$ cat src/design/sat_pkg.sv
// Shared opcodes, status codes and sequencer states for the subnet address table.
package sat_pkg;

	typedef enum logic [1:0] {
		OP_INSERT = 2'd0,
		OP_SUBNET = 2'd1,
		OP_EXACT  = 2'd2,
		OP_NONE   = 2'd3
	} opcode_t;

	typedef enum logic [1:0] {
		ST_OK   = 2'd0,
		ST_MISS = 2'd1,
		ST_DUP  = 2'd2,
		ST_FULL = 2'd3
	} status_t;

	typedef enum logic [1:0] {
		S_IDLE,
		S_SCAN,
		S_DONE
	} state_t;

	localparam int ADDR_W = 32;
	localparam int IFC_W  = 8;

endpackage

$ cat src/design/sat_req_if.sv
// Request channel of the subnet address table: operation, address, mask, interface.
interface sat_req_if;
	logic                       valid;
	logic                       ready;
	sat_pkg::opcode_t           opcode;
	logic [sat_pkg::ADDR_W-1:0] address;
	logic [sat_pkg::ADDR_W-1:0] mask;
	logic [sat_pkg::IFC_W-1:0]  interface_id;

	modport source (output valid, output opcode, output address, output mask,
		output interface_id, input ready);
	modport sink (input valid, input opcode, input address, input mask,
		input interface_id, output ready);
endinterface

$ cat src/design/sat_rsp_if.sv
// Response channel of the subnet address table: status and the matching entry.
interface sat_rsp_if;
	logic                       valid;
	logic                       ready;
	sat_pkg::status_t           status;
	logic [sat_pkg::ADDR_W-1:0] found_address;
	logic [sat_pkg::ADDR_W-1:0] found_mask;
	logic [sat_pkg::IFC_W-1:0]  found_interface;

	modport source (output valid, output status, output found_address,
		output found_mask, output found_interface, input ready);
	modport sink (input valid, input status, input found_address,
		input found_mask, input found_interface, output ready);
endinterface

$ cat src/design/subnet_address_table.sv
// Subnet address table: sequential newest-first search over an entry memory.
// Search: each request scans the stored entries, one memory read and one compare per cycle,
//   on a single compare unit, stopping at the first hit or after the oldest entry.
// No request is accepted until the previous result has moved into the output register.
// A new request is taken while the previous response still waits on the output.
// Reset clears the entry count and all control; stored entries are not cleared.
module subnet_address_table #(
	parameter int ENTRIES = 16
) (
	input  logic       clk,
	input  logic       arst_n,
	sat_req_if.sink    req,
	sat_rsp_if.source  rsp
);
	import sat_pkg::*;

	localparam int IDX_W = (ENTRIES > 1) ? $clog2(ENTRIES) : 1;
	localparam int CNT_W = $clog2(ENTRIES + 1);
	localparam logic [CNT_W-1:0] FULL_CNT = CNT_W'(ENTRIES);

	// entry memory
	logic [ADDR_W-1:0] mem_addr [ENTRIES];
	logic [ADDR_W-1:0] mem_mask [ENTRIES];
	logic [IFC_W-1:0]  mem_ifc  [ENTRIES];

	state_t            state_q, state_d;
	logic [CNT_W-1:0]  count_q;
	logic [IDX_W-1:0]  ptr_q;
	logic              more_q, dv_q, last_q;

	opcode_t           op_q;
	logic [ADDR_W-1:0] addr_q, mask_q;
	logic [IFC_W-1:0]  ifc_q;

	logic [ADDR_W-1:0] rd_addr_q, rd_mask_q;
	logic [IFC_W-1:0]  rd_ifc_q;

	status_t           pend_status_q;
	logic [ADDR_W-1:0] pend_addr_q, pend_mask_q;
	logic [IFC_W-1:0]  pend_ifc_q;

	logic              out_vld_q;
	status_t           out_status_q;
	logic [ADDR_W-1:0] out_addr_q, out_mask_q;
	logic [IFC_W-1:0]  out_ifc_q;

	logic              req_fire, hit, miss_end, finish, wr_en, out_load;
	status_t           res_status;
	logic [ADDR_W-1:0] res_addr, res_mask;
	logic [IFC_W-1:0]  res_ifc;

	assign req_fire = req.valid && req.ready;

	// compare the entry read last cycle against the query
	always_comb begin
		if (op_q == OP_SUBNET) begin
			hit = dv_q && (((addr_q ^ rd_addr_q) & rd_mask_q) == '0);
		end else begin
			hit = dv_q && (addr_q == rd_addr_q);
		end
		miss_end = (dv_q && last_q && !hit) || (!dv_q && !more_q);
		finish   = hit || miss_end;
	end

	// pick the response and decide on an insert
	always_comb begin
		res_status = ST_MISS;
		res_addr   = '0;
		res_mask   = '0;
		res_ifc    = '0;
		wr_en      = 1'b0;
		unique case (op_q)
			OP_INSERT: begin
				if (hit) begin
					res_status = ST_DUP;
				end else if (count_q == FULL_CNT) begin
					res_status = ST_FULL;
				end else begin
					res_status = ST_OK;
					res_addr   = addr_q;
					res_mask   = mask_q;
					res_ifc    = ifc_q;
					wr_en      = (state_q == S_SCAN) && finish;
				end
			end
			OP_SUBNET, OP_EXACT: begin
				if (hit) begin
					res_status = ST_OK;
					res_addr   = rd_addr_q;
					res_mask   = rd_mask_q;
					res_ifc    = rd_ifc_q;
				end
			end
			default: begin
				res_status = ST_MISS;
			end
		endcase
	end

	// next state and handshake
	always_comb begin
		state_d   = state_q;
		req.ready = 1'b0;
		out_load  = 1'b0;
		unique case (state_q)
			S_IDLE: begin
				req.ready = 1'b1;
				if (req.valid) begin
					state_d = S_SCAN;
				end
			end
			S_SCAN: begin
				if (finish) begin
					state_d = S_DONE;
				end
			end
			S_DONE: begin
				if (!out_vld_q || rsp.ready) begin
					out_load = 1'b1;
					state_d  = S_IDLE;
				end
			end
			default: begin
				state_d = S_IDLE;
			end
		endcase
	end

	// hold state, count and scan control
	always_ff @(posedge clk or negedge arst_n) begin
		if (!arst_n) begin
			state_q   <= S_IDLE;
			count_q   <= '0;
			ptr_q     <= '0;
			more_q    <= 1'b0;
			dv_q      <= 1'b0;
			last_q    <= 1'b0;
			out_vld_q <= 1'b0;
		end else begin
			state_q <= state_d;
			if (req_fire) begin
				ptr_q  <= IDX_W'(count_q - CNT_W'(1));
				more_q <= (count_q != '0) && (opcode_t'(req.opcode) != OP_NONE);
				dv_q   <= 1'b0;
			end else if (state_q == S_SCAN) begin
				dv_q <= more_q;
				if (more_q) begin
					last_q <= (ptr_q == '0);
					more_q <= (ptr_q != '0);
					ptr_q  <= ptr_q - IDX_W'(1);
				end
			end
			if (wr_en) begin
				count_q <= count_q + CNT_W'(1);
			end
			if (out_load) begin
				out_vld_q <= 1'b1;
			end else if (rsp.ready) begin
				out_vld_q <= 1'b0;
			end
		end
	end

	// capture request and pending response
	always_ff @(posedge clk) begin
		if (req_fire) begin
			op_q   <= opcode_t'(req.opcode);
			addr_q <= req.address;
			mask_q <= req.mask;
			ifc_q  <= req.interface_id;
		end
		if ((state_q == S_SCAN) && finish) begin
			pend_status_q <= res_status;
			pend_addr_q   <= res_addr;
			pend_mask_q   <= res_mask;
			pend_ifc_q    <= res_ifc;
		end
		if (out_load) begin
			out_status_q <= pend_status_q;
			out_addr_q   <= pend_addr_q;
			out_mask_q   <= pend_mask_q;
			out_ifc_q    <= pend_ifc_q;
		end
	end

	// write new entries, read one entry per cycle
	always_ff @(posedge clk) begin
		if (wr_en) begin
			mem_addr[count_q[IDX_W-1:0]] <= addr_q;
			mem_mask[count_q[IDX_W-1:0]] <= mask_q;
			mem_ifc[count_q[IDX_W-1:0]]  <= ifc_q;
		end
		rd_addr_q <= mem_addr[ptr_q];
		rd_mask_q <= mem_mask[ptr_q];
		rd_ifc_q  <= mem_ifc[ptr_q];
	end

	assign rsp.valid           = out_vld_q;
	assign rsp.status          = out_status_q;
	assign rsp.found_address   = out_addr_q;
	assign rsp.found_mask      = out_mask_q;
	assign rsp.found_interface = out_ifc_q;

	// checks
	a_count_bound: assert property (@(posedge clk) disable iff (!arst_n)
		count_q <= FULL_CNT)
		else $error("entry count above table size");

	a_write_room: assert property (@(posedge clk) disable iff (!arst_n)
		wr_en |-> (count_q != FULL_CNT) && (op_q == OP_INSERT))
		else $error("entry write without room or outside insert");

	a_count_step: assert property (@(posedge clk) disable iff (!arst_n)
		(count_q != $past(count_q)) |-> (count_q == $past(count_q) + CNT_W'(1)))
		else $error("entry count moved by other than one");

	a_zero_fields: assert property (@(posedge clk) disable iff (!arst_n)
		(out_vld_q && (out_status_q != ST_OK)) |->
		((out_addr_q == '0) && (out_mask_q == '0) && (out_ifc_q == '0)))
		else $error("nonzero entry fields on a failed request");

endmodule
$ cat src/flat_wrapper.sv
// flat-port wrapper written by rule: the top's interface ports become plain ports
module subnet_address_table_flat import sat_pkg::*;
#(
	parameter int ENTRIES = 16
)
  (clk, arst_n, req_valid, req_opcode, req_address, req_mask, req_interface_id, req_ready, rsp_valid, rsp_status, rsp_found_address, rsp_found_mask, rsp_found_interface, rsp_ready);
  sat_req_if req_i ();
  sat_rsp_if rsp_i ();
  input  logic clk;
  input  logic arst_n;
  input wire logic [$bits(req_i.valid)-1:0] req_valid;
  input wire logic [$bits(req_i.opcode)-1:0] req_opcode;
  input wire logic [$bits(req_i.address)-1:0] req_address;
  input wire logic [$bits(req_i.mask)-1:0] req_mask;
  input wire logic [$bits(req_i.interface_id)-1:0] req_interface_id;
  output wire logic [$bits(req_i.ready)-1:0] req_ready;
  output wire logic [$bits(rsp_i.valid)-1:0] rsp_valid;
  output wire logic [$bits(rsp_i.status)-1:0] rsp_status;
  output wire logic [$bits(rsp_i.found_address)-1:0] rsp_found_address;
  output wire logic [$bits(rsp_i.found_mask)-1:0] rsp_found_mask;
  output wire logic [$bits(rsp_i.found_interface)-1:0] rsp_found_interface;
  input wire logic [$bits(rsp_i.ready)-1:0] rsp_ready;
  assign req_i.valid = req_valid;
  assign req_i.opcode = req_opcode;
  assign req_i.address = req_address;
  assign req_i.mask = req_mask;
  assign req_i.interface_id = req_interface_id;
  assign req_ready = req_i.ready;
  assign rsp_valid = rsp_i.valid;
  assign rsp_status = rsp_i.status;
  assign rsp_found_address = rsp_i.found_address;
  assign rsp_found_mask = rsp_i.found_mask;
  assign rsp_found_interface = rsp_i.found_interface;
  assign rsp_i.ready = rsp_ready;
  subnet_address_table #(.ENTRIES(ENTRIES)) u_core (.clk(clk), .arst_n(arst_n), .req(req_i), .rsp(rsp_i));
endmodule
$ cat config.mk
export PLATFORM = sky130hd
export DESIGN_NAME = subnet_address_table_flat
export DESIGN_NICKNAME = d
export VERILOG_FILES = /design/src/design/sat_pkg.sv /design/src/design/sat_req_if.sv /design/src/design/sat_rsp_if.sv /design/src/design/subnet_address_table.sv /design/src/flat_wrapper.sv
export SDC_FILE = /design/constraint.sdc
export NUM_CORES = 1
export LEC_CHECK = 0
export BUFFER_PORTS_ARGS = -buffer_cell sky130_fd_sc_hd__buf_2
export CAP_MARGIN = 20
export CORE_MARGIN = 1.5
export CORE_UTILIZATION = 60
export CTS_BUF_LIST = sky130_fd_sc_hd__clkbuf_4
export CTS_CLUSTER_DIAMETER = 50
export CTS_CLUSTER_SIZE = 12
export DETAILED_ROUTE_END_ITERATION = 16
export PLACE_DENSITY = 0.76
export SETUP_SLACK_MARGIN = 0.2
export SYNTH_ARGS = -nofsm -noshare
export SYNTH_HDL_FRONTEND = slang
export SYNTH_SLANG_ARGS = --single-unit
$ cat constraint.sdc
create_clock -name clk -period 11.4 [get_ports clk]
set_input_delay 1.71 -clock clk [delete_from_list [all_inputs] [get_ports clk]]
set_output_delay 1.71 -clock clk [all_outputs]
set_load 0.02 [all_outputs]
==> run summary <==
Status: finished clean
Final net count: 2778
Port bufs: 153
DR WL/cell: 32.1 um
Fin. max-slew vios: 0
Final Skew: 0.0859 ns
Max Root-Sink Buffers: 3
Setup_tns: 0 ns
CTS Buf Count: 146
Total power: 13.0 mW
GRT Residual Overflow: 0
Power Dens Cells: 223 mW/mm^2
Logic pwr share: 0.253
F_max: 193 MHz
Post-synthesis average cell area: 21.9 um^2
Vias in the first global route: 26000
HPWL Detailed: 69600 um
Pre-antenna DRT Iters: 6
Ys flop type: edfxtp_1
Dpl cells: 3706
Maximum VDD drop: 0.173 mV
Core ar.: 0.0889 mm^2
Fill cells: 5644
Period utilisation layout: 0.455
GRT Util Overall: 0.283
Synthesis Warnings: 0
Ports: 154
Int Pwr: 9.02 mW
Critical path class: reg -> reg
Global-route wire length before repair: 182000 um
Distinct cells, synth: 45
Clock network fraction of total power: 0.204
Pin count of the biggest net entering global routing: 160
Post-route design area: 0.0583 mm^2
Final setup vio count: 0
Synth Cell Area: 0.0541 mm^2
Unrepaired setup endpoints after global routing: false
Setup Buffers After CTS: 0
Starting Density: 0.609
Relative slew slack: 0.221
CP Launch Type: flop
Initial drt markers: 3994
Number of remaining DRC errors: 0
Cell count after synthesis: 2470
Post-route ant nets: 0
Clk slew on worst S/H paths: 0.12 ns
Switching part of the total: 0.308
Die Width: 303 um
Max cap viols: 0
Die footprint: 0.0920 mm^2
Share of flip-flops with an asynchronous set or reset: 0.0103
Vias post-DR: 26500
Switching Power: 4.02 mW
CTS Hold Buffers Added: 0
Seq pwr share: 0.543
Htree depth: 4
Non-filler cells, final: 3960
Die height: 303 um
#FFs+latches synth: 1461
P_leak: 18.9 nW
Fin Hold WS: 0.394 ns
CP max FO: 81
Layout cells sized above 1: 0.289
Area after DPL: 0.0563 mm^2
Most frequent cells in the layout: edfxtp_1, mux4_2, clkbuf_4
Clock sinks: 1461
Clock Latency Late Sink: 1.10 ns
GPL Wtd Cong: 0.895
Initial antenna violation count: 12
Row Count: 109
Critical Path Sink Type: flop
# resized after CTS: 0
Synthesized Nets: 2556
Number of synthesized flops with an enable pin: 1374
Layout area overhead: 7.76%
Crit path time final: 5.18 ns
Hold WC Path Type: reg -> reg
Final-report hold violation count: 0
Via/cell ratio: 6.70
Drt total wl: 127000 um
Crit path DAT: 5.84 ns
Post-synthesis sequential area ratio: 0.796
CTS tree: built
Least-Margin Pin Slew: 1.17 ns
Clk root buf: clkbuf_4
Commonest non-fill, non-tap cell in the layout: edfxtp_1
Req. time, crit path: 12.05 ns
## cells in the mapped netlist, types with 8 or more instances
cell type	n	area, um^2
inv_1	9	33.8
buf_6	8	90.1
dfxtp_1	72	1440
dfrtp_1	15	375
buf_2	35	175
nand2_1	88	330
mux2i_1	89	891
xor2_1	33	289
clkbuf_1	57	214
o21ai_0	16	80.1
nor2_1	22	82.6
xnor2_1	8	70.1
mux2_2	44	495
nand3_1	76	380
o22ai_1	43	269
o21ai_1	55	275
ha_1	8	100
buf_1	26	97.6
a221o_1	43	430
mux4_2	274	6170
edfxtp_1	1374	41300
## power by group through the flow
stage / clock [mW] / combinational (mW) / sequential [mW]
floorplan: 0 / 2.28 / 6.97
global placement: 0 / 3.25 / 7.13
detailed placement: 0 / 3.27 / 7.18
CTS: 2.70 / 3.28 / 7.07
global route: 2.89 / 3.46 / 7.13
finish: 2.66 / 3.30 / 7.08
## sequential cells by signal, indices dropped and copies added, names as in the netlist, 4 cells and up
register                    count
u_core.rd_mask_q               32
u_core.mem_mask               512
u_core.rsp.found_interface      8
u_core.rsp.found_mask          32
u_core.ifc_q                    8
u_core.pend_mask_q             32
u_core.count_q                  5
u_core.pend_ifc_q               8
u_core.mem_ifc                128
u_core.rsp.found_address       32
u_core.rd_ifc_q                 8
u_core.mask_q                  32
u_core.ptr_q                    4
u_core.mem_addr               512
u_core.addr_q                  32
u_core.pend_addr_q             32
u_core.rd_addr_q               32
## through the flow
stage | worst slack (ns) | utilization
after detailed placement | 6.34 | 0.633
after CTS | 6.32 | 0.655
after global placement | 6.40 | 0.633
final | 6.22 | 0.656
after global routing | 6.09 | 0.656
after floorplan | 4.19 | -
## worst paths after layout
check | cells after the start | from | endpoint | slack [ns]
max | 9 | u_core.addr_q[27] | u_core.mem_ifc[7][4] | 6.22
min | 0 | u_core.pend_ifc_q[2] | u_core.rsp.found_interface[2] | 0.39
max reg2reg | 9 | u_core.addr_q[27] | u_core.mem_ifc[7][4] | 6.22
min reg2reg | 0 | u_core.pend_ifc_q[2] | u_core.rsp.found_interface[2] | 0.39
max in group asynchronous | 1 | arst_n | u_core.ptr_q[1] | 10.53
min in group asynchronous | 1 | arst_n | u_core.ptr_q[0] | 0.52
## worst max-delay path, stage by stage, from the launching register on
cell and delay (ns):
edfxtp_1 0.71, xor2_1 0.46, nor4_1 0.19, nand4_1 0.14
or3_1 0.12, o41a_2 0.21, buf_4 0.80, nand3_2 0.37
nor2_4 0.69, buf_4 0.99
## kinds of logic (layout without fill, tap and decap cells)
| logic type | Yosys count | in the layout | share of synthesized area |
|---|---|---|---|
| AOI/OAI and AO/OA | 189 | 189 | 0.0246 |
| xor gates and xnor gates | 41 | 41 | 0.00664 |
| adders and majority gates | 8 | 8 | 0.00185 |
| buffers and inverters | 139 | 458 | 0.0118 |
| DFF | 1461 | 1461 | 0.796 |
| muxes | 407 | 407 | 0.140 |
| other | 0 | 6 | 0 |
| and+or+nand+nor | 225 | 225 | 0.0196 |
## cell type report
type | count | area, um^2 | area share
Multi-Input combinational cell | 870 | 10500 | 0.181
Sequential cell | 1461 | 43100 | 0.739
Clock inverter | 26 | 303 | 0.00519
Timing Repair Buffer | 204 | 1230 | 0.0210
Tap cell | 1165 | 1460 | 0.0250
Antenna cell | 6 | 15.0 | 0.000257
Inverter | 9 | 38.8 | 0.000665
Clock buffer | 219 | 1640 | 0.0282
## metal layers
metal | routed length [um] | track usage
met5 | 112 | 0
met4 | 3460 | 0.0892
met3 | 15500 | 0.0784
met2 | 59600 | 0.425
met1 | 48600 | 0.412
(Power assumes the default switching activity.)
